File: src/sv/cgi_div.sv
module cgi_div #(
  parameter int NW = 31,
  parameter int DW = 12
) (
  input  logic                 clk,
  input  logic                 rst,
  input  logic                 start,
  input  logic signed [NW-1:0] num,
  input  logic signed [DW-1:0] den,
  output logic                 done,
  output logic signed [NW-1:0] quo
);

  localparam int CW = $clog2(NW + 1);

  logic          running;
  logic [CW-1:0] cnt;
  logic          neg;
  logic [DW-1:0] dmag;
  logic [DW-1:0] rem;
  logic [NW-1:0] nq;
  logic [DW:0]   sh;
  logic          take;

  // One restoring step per cycle on magnitudes; the sign is applied at the end.
  assign sh   = {rem, nq[NW-1]};
  assign take = sh >= {1'b0, dmag};

  always_ff @(posedge clk) begin
    if (rst) begin
      running <= 1'b0;
      done    <= 1'b0;
      cnt     <= '0;
    end else begin
      done <= 1'b0;
      if (start) begin
        running <= 1'b1;
        cnt     <= '0;
        neg     <= num[NW-1] ^ den[DW-1];
        nq      <= num[NW-1] ? NW'(-num) : NW'(num);
        dmag    <= den[DW-1] ? DW'(-den) : DW'(den);
        rem     <= '0;
      end else if (running) begin
        rem <= take ? DW'(sh - {1'b0, dmag}) : DW'(sh);
        nq  <= {nq[NW-2:0], take};
        cnt <= cnt + 1'b1;
        if (cnt == CW'(NW - 1)) begin
          running <= 1'b0;
          done    <= 1'b1;
        end
      end
    end
  end

  assign quo = neg ? -$signed(nq) : $signed(nq);

endmodule

File: config.mk
export PLATFORM = sky130hd
export DESIGN_NAME = cgi_div
export DESIGN_NICKNAME = d
export VERILOG_FILES = /design/src/sv/cgi_div.sv
export SDC_FILE = /design/constraint.sdc
export NUM_CORES = 1
export LEC_CHECK = 0
export BUFFER_PORTS_ARGS = -buffer_cell sky130_fd_sc_hd__buf_2
export CORE_MARGIN = 4
export CORE_UTILIZATION = 40
export DETAILED_ROUTE_END_ITERATION = 8
export PLACE_DENSITY = 0.71
export SLEW_MARGIN = 20
export SYNTH_ARGS = -nofsm -noshare
export SYNTH_HDL_FRONTEND = slang
export SYNTH_SLANG_ARGS = --single-unit
File: constraint.sdc
create_clock -name clk -period 6.8 [get_ports clk]
set_input_delay 0.34 -clock clk [delete_from_list [all_inputs] [get_ports clk]]
set_output_delay 0.34 -clock clk [all_outputs]
set_load 0.03 [all_outputs]
* Word level (Yosys, flattened, before mapping)
Cells that the tools add are included.
** Cells by class
- $add $sub $neg :: 5
- $lt $le $gt $ge :: 1
- Equal/unequal tests :: 1
- Multiplexer cells :: 11
- Bitwise logic cells :: 3
- Reductions and logical operators :: 5
** Operator list (number)
- $mux 31 :: 4
- $neg 31->31 :: 2
- $mux 12 :: 2
- $ge 13x12->1 :: 1
- $neg 12->12 :: 1
- $sub 12x12->12 :: 1
- $mux 11 :: 1
- $add 5x1->5 const B :: 1
- $eq 5x5->1 const B :: 1
- $mux 1 :: 4
- $reduce_and 2->1 :: 2
- $reduce_or 3->1 :: 1
- $not 1->1 :: 2
- $reduce_bool 2->1 :: 1
- $reduce_or 2->1 :: 1
- $xor 1x1->1 :: 1
** Word-level totals
- Flip-flop bits (word level) :: 63
- Word-level logic and storage cells :: 34

* Longest topological paths before layout
Gate-level depths: netlist of run 1.
- Depth after elaboration :: 4
- Mapped depth :: 10
- Gate-level depth less buffers :: 9

* Worst setup path after synthesis of run 1
Ideal clock, no wire load.
- Path type :: in2reg
- Start :: input start
- End :: register nq[0], enable pin
- Library setup time :: 0.443 ns
- Data arrival time :: 2.550 ns
- Data required time :: 6.357 ns
- Setup slack :: 3.807 ns
- Cell stages on the path :: 4
- Buffers on the path :: 2
- Path through :: clkbuf_1 buf_6 nor2_1 nor2_1
** On the way
- Longest elaborated chain between the ends :: 2
** Ends and longest elaborated chain
- start, declared :: line 7 : input logic start,
- $reduce_bool 2->1 (no line)
- $reduce_and 2->1 (no line)
- end signal, assigned :: line 40 : nq <= num[NW-1] ? NW'(-num) : NW'(num);
- end signal, assigned :: line 45 : nq <= {nq[NW-2:0], take};
- end, declared :: line 21 : logic [NW-1:0] nq;
Every way passes these cells.
A chain may end at the register's enable or synchronous reset.

* Worst setup path after layout of run 1
- Start :: register nq[4]
- End :: output quo[29]
** On the way
- Longest elaborated chain between the ends :: 2
** Ends and longest elaborated chain
- $neg 31->31 :: line 55 : assign quo = neg ? -$signed(nq) : $signed(nq);
- $mux 31 :: line 55
- end, declared :: line 11 : output logic signed [NW-1:0] quo
Every way passes these cells.

==> results of run 1 <==
[synthesized netlist by cell type, drive strengths merged (3+ instances only)]
| master | instances | area (sq um) |
|---|---|---|
| nor2 | 58 | 218 |
| edfxtp | 56 | 1680 |
| a21oi | 45 | 225 |
| xor2 | 41 | 359 |
| xnor2 | 36 | 315 |
| o21ai | 29 | 145 |
| inv | 28 | 105 |
| nand2 | 28 | 105 |
| o31ai | 19 | 161 |
| ha | 17 | 213 |
| clkbuf | 12 | 45.0 |
| or4 | 11 | 93.8 |
| or3 | 9 | 62.6 |
| nand3 | 8 | 40.0 |
| buf | 7 | 43.8 |
| dfxtp | 7 | 140 |
| mux2i | 7 | 70.1 |
| nand4 | 7 | 43.8 |
| nor2b | 7 | 43.8 |
| o41ai | 7 | 61.3 |
| a21o | 5 | 37.5 |
| nand2b | 5 | 31.3 |
| nor3 | 5 | 25.0 |
| a211oi | 4 | 30.0 |
| or2 | 4 | 27.5 |
| nor4 | 3 | 18.8 |
| o211ai | 3 | 22.5 |
[critical path, cell delays in order, from the launching register on]
cell and delay, ns:
edfxtp_1 0.43, nor3_1 0.54, nand4_1 0.25, o21ai_1 0.36, o21ai_0 0.28, a21oi_1 0.22
xnor2_1 0.14, buf_2 0.22
[layout make-up]
type                    instances  area, sq um  share of cell area, %
repair buffers                 80          408                   7.53
inverters                      28          105                   1.94
clock inverters                 4         50.0                  0.924
multi-input cells             382         2580                   47.6
well taps                     140          175                   3.23
flip-flops and latches         63         1820                   33.6
clock buffers                  12          278                   5.13
[cell families after synthesis]
kind of cell | share of synthesized area [%]
and+or+nand+nor | 17.3
AOI/OAI and AO/OA | 17.4
xor gates and xnor gates | 14.7
DFF | 39.6
buffers and inverters | 4.41
adders and majority gates | 5.06
muxes | 1.52
[through the flow]
step	cell area, sq um	power (mW)	hold WS (ns)	std cells
floorplan	4600	0.740	0.413	493
global route	5420	1.39	0.215	709
finish	5420	1.32	0.217	709
detailed placement	5090	0.838	0.497	693
global placement	5090	0.830	0.494	693
CTS	5420	1.33	0.210	709
[layer usage]
layer / GRT usage (%) / vias to the layer above / share of wire (%)
li1: - / 1947 / -
met1: 23.5 / 1805 / 47
met2: 25.9 / 102 / 46
met3: 2.63 / 22 / 4.7
met4: 7.75 / 0 / 2.5
met5: 0 / - / 0
[power by group through the flow]
stage | sequential, mW | clock [mW] | combinational, mW
detailed placement | 0.498 | 0 | 0.340
global placement | 0.497 | 0 | 0.333
CTS | 0.490 | 0.502 | 0.342
finish | 0.491 | 0.493 | 0.341
global route | 0.495 | 0.522 | 0.377
floorplan | 0.486 | 0 | 0.254
[state kept, by name, summed over array words and instances (netlist names)]
signal   flops
dmag        12
cnt          5
running      1
rem         12
nq          31
done         1
neg          1
[worst paths after layout]
kind	depth (start not counted)	slack (ns)	endpoint	from
worst max register to register	8	4.02	rem[5]	rem[9]
worst max-delay path	7	3.68	quo[29]	nq[4]
worst min register to register	2	0.50	cnt[4]	cnt[4]
worst min-delay path	1	0.22	dmag[0]	den[0]
==> impl_metrics.ini, run 1 <==
[run_status]
status = completed

[grt]
grt_pass1_wl_um = 17900
grtUsageTotal_pct = 16.9
gr-total-overflow = 0
grt_max_degree = 80
grt_pass1_vias = 3703
antenna_found_initial = 0

[sta]
max_freq_ghz = 0.321
rsz0062_at_grt = no
tns_ns = 0
slew_headroom_pct = 32.1
finalCritPeriodShare_pct = 45.8
maxSlewViolCount = 0
worst_clock_skew_ns = 0.00623
tightest_slew_ns = 1.02
setup_viol = 0
setup_ws_ns = 3.68
fin_crit_ns = 3.12
finalHoldViolations = 0

[final_layout]
drive_gt1_share_pct = 19.0
antenna_cells = 0
synthToLayoutAreaGrowth_pct = 17.9
layout.cells.most_common = buf_2
fillers = 1042
fin_util_pct = 49.1
final_cell_mix = buf_2 (77), nor2_1 (57), edfxtp_1 (56), a21oi_1 (45), xor2_1 (41)
fin_nets = 628

[clocking]
cts.clk_slew.worst_paths_ns = 0.05
htreeDepth = 3
cts_hold_buf = 0
numClockSinks = 63
cts_resized = 0
cts_buffers = 9
clk_latency_ns = 0.33
root_buffer = clkbuf_16
post-cts-setup-buffers = 0
clock_path_buffers = 2
cts_tree = built

[power]
power.share.sequential_pct = 37.1
comb_power_share_pct = 25.7
p_int_mw = 0.916
power.density_mw_per_mm2 = 244
power.leakage_nw = 2.14
switching_power_mw = 0.409
swShare_pct = 30.9
ir_worst_vdd_mv = 0.104
clockPowerShare_pct = 37.2

[yosys]
synthesis.nets = 557
ys_types = 59
syn_area_per_cell_sq_um = 9.33
synth-async-reset-ratio_pct = 0
ys_warn_count = 0
synthesis.area_sq_mm = 0.00460
synth_edf_count = 56
synth_cells = 493
yosysSeqAreaShare_pct = 39.6
ys_ff_latch = 63
synth-main-ff-cell = edfxtp_1

[setup_path]
cp.required_ns = 6.46
worstSetupPathType = flip-flop to output pin
cp-start-kind = flip-flop
cp_max_fo = 6
worstPathArrival_ns = 2.78
end_kind = output pin

[placement]
gp_congestion = 0.879
portBuffers = 77
place_ws_ns = 3.96
dp_hpwl_um = 8170

[route]
dr.pass1.iters = 5
vias_per_cell = 5.47
drc_errors = 0
drtAntennaViolNets = 0
wl_um = 10800
routedWlPerCell_um = 15.2
vias = 3876
drtIter0Drc = 301

[die]
fp.coreArea_sq_mm = 0.0110
boundaryPins = 78
die_w_um = 115
chipHeight_um = 115
start_util_pct = 41.7
rows = 38
die-area_sq_mm = 0.0133

[worst_hold_path]
min_path_type = input pin to flip-flop

[run]
maxCapViolCount = 0
No activity file was read; power rests on OpenSTA's default activity.
==> run 2: changes to the inputs <==
==> constraint.sdc (replaced) <==
create_clock -name clk -period 3.2 [get_ports clk]
set_input_delay 0.16 -clock clk [delete_from_list [all_inputs] [get_ports clk]]
set_output_delay 0.16 -clock clk [all_outputs]
set_load 0.03 [all_outputs]
==> run 2 against run 1 <==
Compared with the run above:
- non-clock buffer count rose by 3
- total power up 110%
- global-route usage is 0.19 points higher
- first-iteration DRC count shrank 18%
- clock power is 91% higher
- critical endpoint is now quo[28]
==> impl_metrics.ini, run 2 (synthesized netlist as in run 1, its figures left out) <==
[route]
drtIter0Drc = 246
routed.top_layer = met4
routedWlPerCell_um = 15.8
dr_wl_met3_um = 578
met1_length_um = 5130
dr.pass1.iters = 5
vias_per_cell = 5.50
drc_errors = 0
wl_met2_um = 5350
drtAntennaViolNets = 0
wl_um = 11200
vias = 3913

[grt]
antenna_found_initial = 0
grt_pass1_wl_um = 18300
grt_pass1_vias = 3797
grt_max_degree = 43
grtUsageTotal_pct = 17.1
gr-total-overflow = 0

[clocking]
cts_hold_buf = 0
numClockSinks = 63
cts_buffers = 9
root_buffer = clkbuf_16
cts.clk_slew.worst_paths_ns = 0.05
cts_tree = built
clk_latency_ns = 0.32
htreeDepth = 3
clock_path_buffers = 2

[sta]
fin_crit_ns = 3.02
worst_clock_skew_ns = 0.00576
setup_viol = 0
rsz0062_at_grt = no
max_freq_ghz = 0.332
finalCritPeriodShare_pct = 94.3
tns_ns = 0
finalHoldViolations = 0
tightest_slew_ns = 0.890
maxSlewViolCount = 0
slew_headroom_pct = 40.5

[setup_path]
worstPathArrival_ns = 2.86
critPathBufInv = 1
worstSetupPathType = flip-flop to output pin
path_cells = nor3_1, nand3_1, nor3_1, nand3_1, o41ai_1, xnor2_1, buf_2
max_stage_delay_ns = 0.57
end_kind = output pin
cp-start-kind = flip-flop
crit_slowest_cell = nor3_1
cp.required_ns = 3.04
cp_top_family = simple AND/OR/NAND/NOR gates
cp_max_fo = 6

[placement]
dp_hpwl_um = 8550
gp_congestion = 0.887
placed_cell_area_sq_mm = 0.00511
portBuffers = 77

[run_status]
status = completed

[final_layout]
fin_nets = 631
final_cell_mix = buf_2 (77), edfxtp_1 (56), nor2_1 (55), a21oi_1 (45), xor2_1 (41)
largest_register_ffs = 31
synthToLayoutAreaGrowth_pct = 17.6
drive_gt1_share_pct = 19.4
reg.largest.list = nq (31), dmag (12), rem (12)
top_register = nq
antenna_cells = 0
layout.cells.most_common = buf_2
fillers = 1045
fin_util_pct = 49.0
stdcell_area_sq_mm = 0.00541

[die]
boundaryPins = 78
rows = 38
die-area_sq_mm = 0.0133
die_w_um = 115
fp.coreArea_sq_mm = 0.0110
start_util_pct = 41.7
chipHeight_um = 115

[power]
ir_worst_vdd_mv = 0.262
p_int_mw = 1.86
power_mw = 2.72
clockPowerShare_pct = 34.6
switching_power_mw = 0.858
power.share.sequential_pct = 38.4
power.leakage_nw = 2.14
swShare_pct = 31.6
power.density_mw_per_mm2 = 502
comb_power_share_pct = 27.0

[worst_hold_path]
min_path_type = input pin to flip-flop

[run]
maxCapViolCount = 0
## run 2: cell types whose count changed in the layout (fill, tap and decap cells not counted), sizes merged
cell,previous run,this run
buf,80,83
clkbuf,12,10
inv,28,29
clkinvlp,2,1
clkinv,1,3
## run 2: worst register-to-register path: stages (launching register included)
cell	delay (ns)
edfxtp_1	0.38
ha_1	0.38
a21o_1	0.22
a211o_1	0.31
a41o_1	0.25
nor2_2	0.51
buf_4	0.27
nor2b_1	0.05
a211oi_1	0.21
## run 2: path summary, 6_finish.rpt
| kind | slack (ns) | endpoint | cells after the start | startpoint |
|---|---|---|---|---|
| worst max register to register | 0.44 | rem[1] | 8 | rem[9] |
| worst min register to register | 0.52 | cnt[1] | 2 | cnt[1] |
| worst max-delay path | 0.18 | quo[28] | 7 | nq[3] |
| worst min-delay path | 0.06 | dmag[0] | 1 | den[0] |
## run 2: layer usage
layer / up-vias / global-route usage [%]
li1: 1946 / -
met1: 1862 / 23.7
met2: 95 / 27.2
met3: 10 / 3.16
met4: 0 / 5.09
met5: - / 0
## run 2: cell type report
class | count | area (sq um) | area share, %
multi-input combinational | 382 | 2590 | 47.8
inverter | 28 | 105 | 1.94
sequential | 63 | 1820 | 33.7
tap | 140 | 175 | 3.24
clock buffer | 10 | 229 | 4.23
timing repair buffer | 83 | 430 | 7.96
clock inverter | 6 | 60.1 | 1.11
## run 2: power by group through the flow
stage	clock [mW]	sequential [mW]	combinational, mW
after floorplan	0	1.03	0.540
after global placement	0	1.05	0.711
after detailed placement	0	1.06	0.730
after CTS	0.953	1.04	0.734
after global routing	0.994	1.05	0.809
final	0.940	1.04	0.732
## run 2: per-stage QoR
step           cells  hold WS (ns)  worst slack (ns)
2_1_floorplan    493         0.233             0.331
3_3_place_gp     696         0.375             0.332
3_5_place_dp     696         0.389             0.182
4_1_cts          712        0.0557             0.147
5_1_grt          712        0.0494            0.0315
6_report         712        0.0561             0.184
## run 2: timing repair
item                                    in CTS  in global routing
endpoints found under the setup margin       0                  1
hold endpoints to repair                     0                  0
gates resized for setup                      0                  1
buffers inserted                             0                  0
==> run 3: changes to the inputs <==
--- a/config.mk
+++ b/config.mk
@@ -5,11 +5,12 @@
 export SDC_FILE = /design/constraint.sdc
 export NUM_CORES = 1
 export LEC_CHECK = 0
+export ABC_CLOCK_PERIOD_IN_PS = 3200
 export BUFFER_PORTS_ARGS = -buffer_cell sky130_fd_sc_hd__buf_2
 export CORE_MARGIN = 4
 export CORE_UTILIZATION = 40
 export DETAILED_ROUTE_END_ITERATION = 8
-export PLACE_DENSITY = 0.71
+export PLACE_DENSITY = 0.65
 export SLEW_MARGIN = 20
 export SYNTH_ARGS = -nofsm -noshare
 export SYNTH_HDL_FRONTEND = slang
==> run 3 against run 2 <==
Compared with the run above:
- non-clock buffer count shrank 1
- hold slack got worse by 0.023 ns
- critical endpoint unchanged
- first-iteration DRC count up 9.3%
- highest routed layer unchanged
==> impl_metrics.ini, run 3 (synthesized netlist as in run 1, its figures left out) <==
[sta]
max_freq_ghz = 0.339
worst_clock_skew_ns = 0.00515
maxSlewViolCount = 0
rsz0062_at_grt = no
finalHoldViolations = 0
tightest_slew_ns = 0.837
hold_slack_ns = 0.0333
finalCritPeriodShare_pct = 92.1
slew_headroom_pct = 44.2
tns_ns = 0
setup_viol = 0
fin_crit_ns = 2.95

[worst_hold_path]
hold_start = den[0]
min_path_type = input pin to flip-flop

[clocking]
htreeDepth = 3
clock_path_buffers = 2
root_buffer = clkbuf_16
post-cts-setup-buffers = 0
cts_tree = built
clk_latency_ns = 0.33
cts_hold_buf = 0
cts_buffers = 9
cts.clk_slew.worst_paths_ns = 0.06
numClockSinks = 63

[grt]
grt_pass1_wl_um = 18000
grt_pass1_vias = 3798
grt_max_degree = 41
gr-total-overflow = 0
antenna_found_initial = 0
grtUsageTotal_pct = 16.9

[placement]
placed_cell_area_sq_mm = 0.00511
gp_congestion = 0.853
dp_hpwl_um = 8240
portBuffers = 77

[final_layout]
drive_gt1_share_pct = 19.8
stdcell_area_sq_mm = 0.00543
reg.largest.list = nq (31), dmag (12), rem (12)
largest_register_ffs = 31
fillers = 1051
top_register = nq
antenna_cells = 0
layout.cells.most_common = buf_2
synthToLayoutAreaGrowth_pct = 18.1
final_cell_mix = buf_2 (77), edfxtp_1 (56), nor2_1 (55), a21oi_1 (45), xor2_1 (41)
fin_nets = 630

[die]
rows = 38
start_util_pct = 41.7
die_w_um = 115
chipHeight_um = 115
die-area_sq_mm = 0.0133
boundaryPins = 78
fp.coreArea_sq_mm = 0.0110

[setup_path]
worstSetupPathType = flip-flop to output pin
startpoint = nq[15]
reg2reg_from = rem[9]
rrSetupSlack_ns = 0.45
worstReg2RegEnd = rem[0]
worstPathArrival_ns = 2.79
end_kind = output pin
cp-endpoint = quo[28]
cp_max_fo = 5
cp.required_ns = 3.04
ff2ff_path_depth = 8
cp-start-kind = flip-flop

[route]
drc_errors = 0
drtIter0Drc = 269
wl_um = 10900
drtAntennaViolNets = 0
routedWlPerCell_um = 15.3
dr.pass1.iters = 4
vias_per_cell = 5.51
vias = 3917

[power]
power.density_mw_per_mm2 = 509
ir_worst_vdd_mv = 0.310
power.leakage_nw = 2.14
power_mw = 2.76

[run_status]
status = completed

[run]
maxCapViolCount = 0
run 3: per-layer routing:
| metal | part of all wire, % | GRT usage (%) | up-vias |
|---|---|---|---|
| li1 | - | - | 1950 |
| met5 | 0 | 0 | - |
| met4 | 2.8 | 7.90 | 0 |
| met1 | 47 | 23.5 | 1842 |
| met3 | 5.8 | 3.42 | 27 |
| met2 | 44 | 25.3 | 98 |
run 3: what timing repair did:
action,in CTS,in global routing
endpoints found under the setup margin,0,5
resized for setup,0,2
hold endpoints to repair,0,0
run 3: how the worst min path moves through the flow:
stage                         end  depth (start not counted)  slack, ns
after floorplan           running                          1       0.23
after global placement    dmag[0]                          1       0.37
after detailed placement  dmag[0]                          1       0.37
after CTS                 dmag[0]                          1       0.02
after global routing      dmag[0]                          1       0.02
final                     dmag[0]                          1       0.03
run 3: cell type report:
type                            instances  area (sq um)  area share (%)
Clock inverter                          5          37.5           0.691
Inverter                               28           105            1.94
Clock buffer                           11           275            5.07
Sequential cell                        63          1820            33.6
Tap cell                              140           175            3.23
Timing Repair Buffer                   82           423            7.79
Multi-Input combinational cell        382          2590            47.7
run 3: stage by stage:
stage / util [%] / std cells / worst slack, ns
after floorplan: - / 493 / 0.331
after detailed placement: 46.3 / 695 / 0.148
after CTS: 49.1 / 711 / 0.0725
final: 49.2 / 711 / 0.254
after global routing: 49.2 / 711 / 0.0273
after global placement: 46.3 / 695 / 0.311
run 3: power breakdown:
group          leakage, nW  internal, mW  switching (mW)  total [mW]
Combinational         1.41         0.273           0.453       0.726
Clock                0.148         0.619           0.375       0.995
Sequential           0.586         0.983          0.0578        1.04
run 3: worst max-delay path, cell delays in order (launching register included):
cell and delay [ns]:
edfxtp_1 0.44, or4_1 0.56, or3_1 0.34, nor2_1 0.17, nand3_1 0.20, o41ai_1 0.37, xnor2_1 0.16, buf_2 0.22
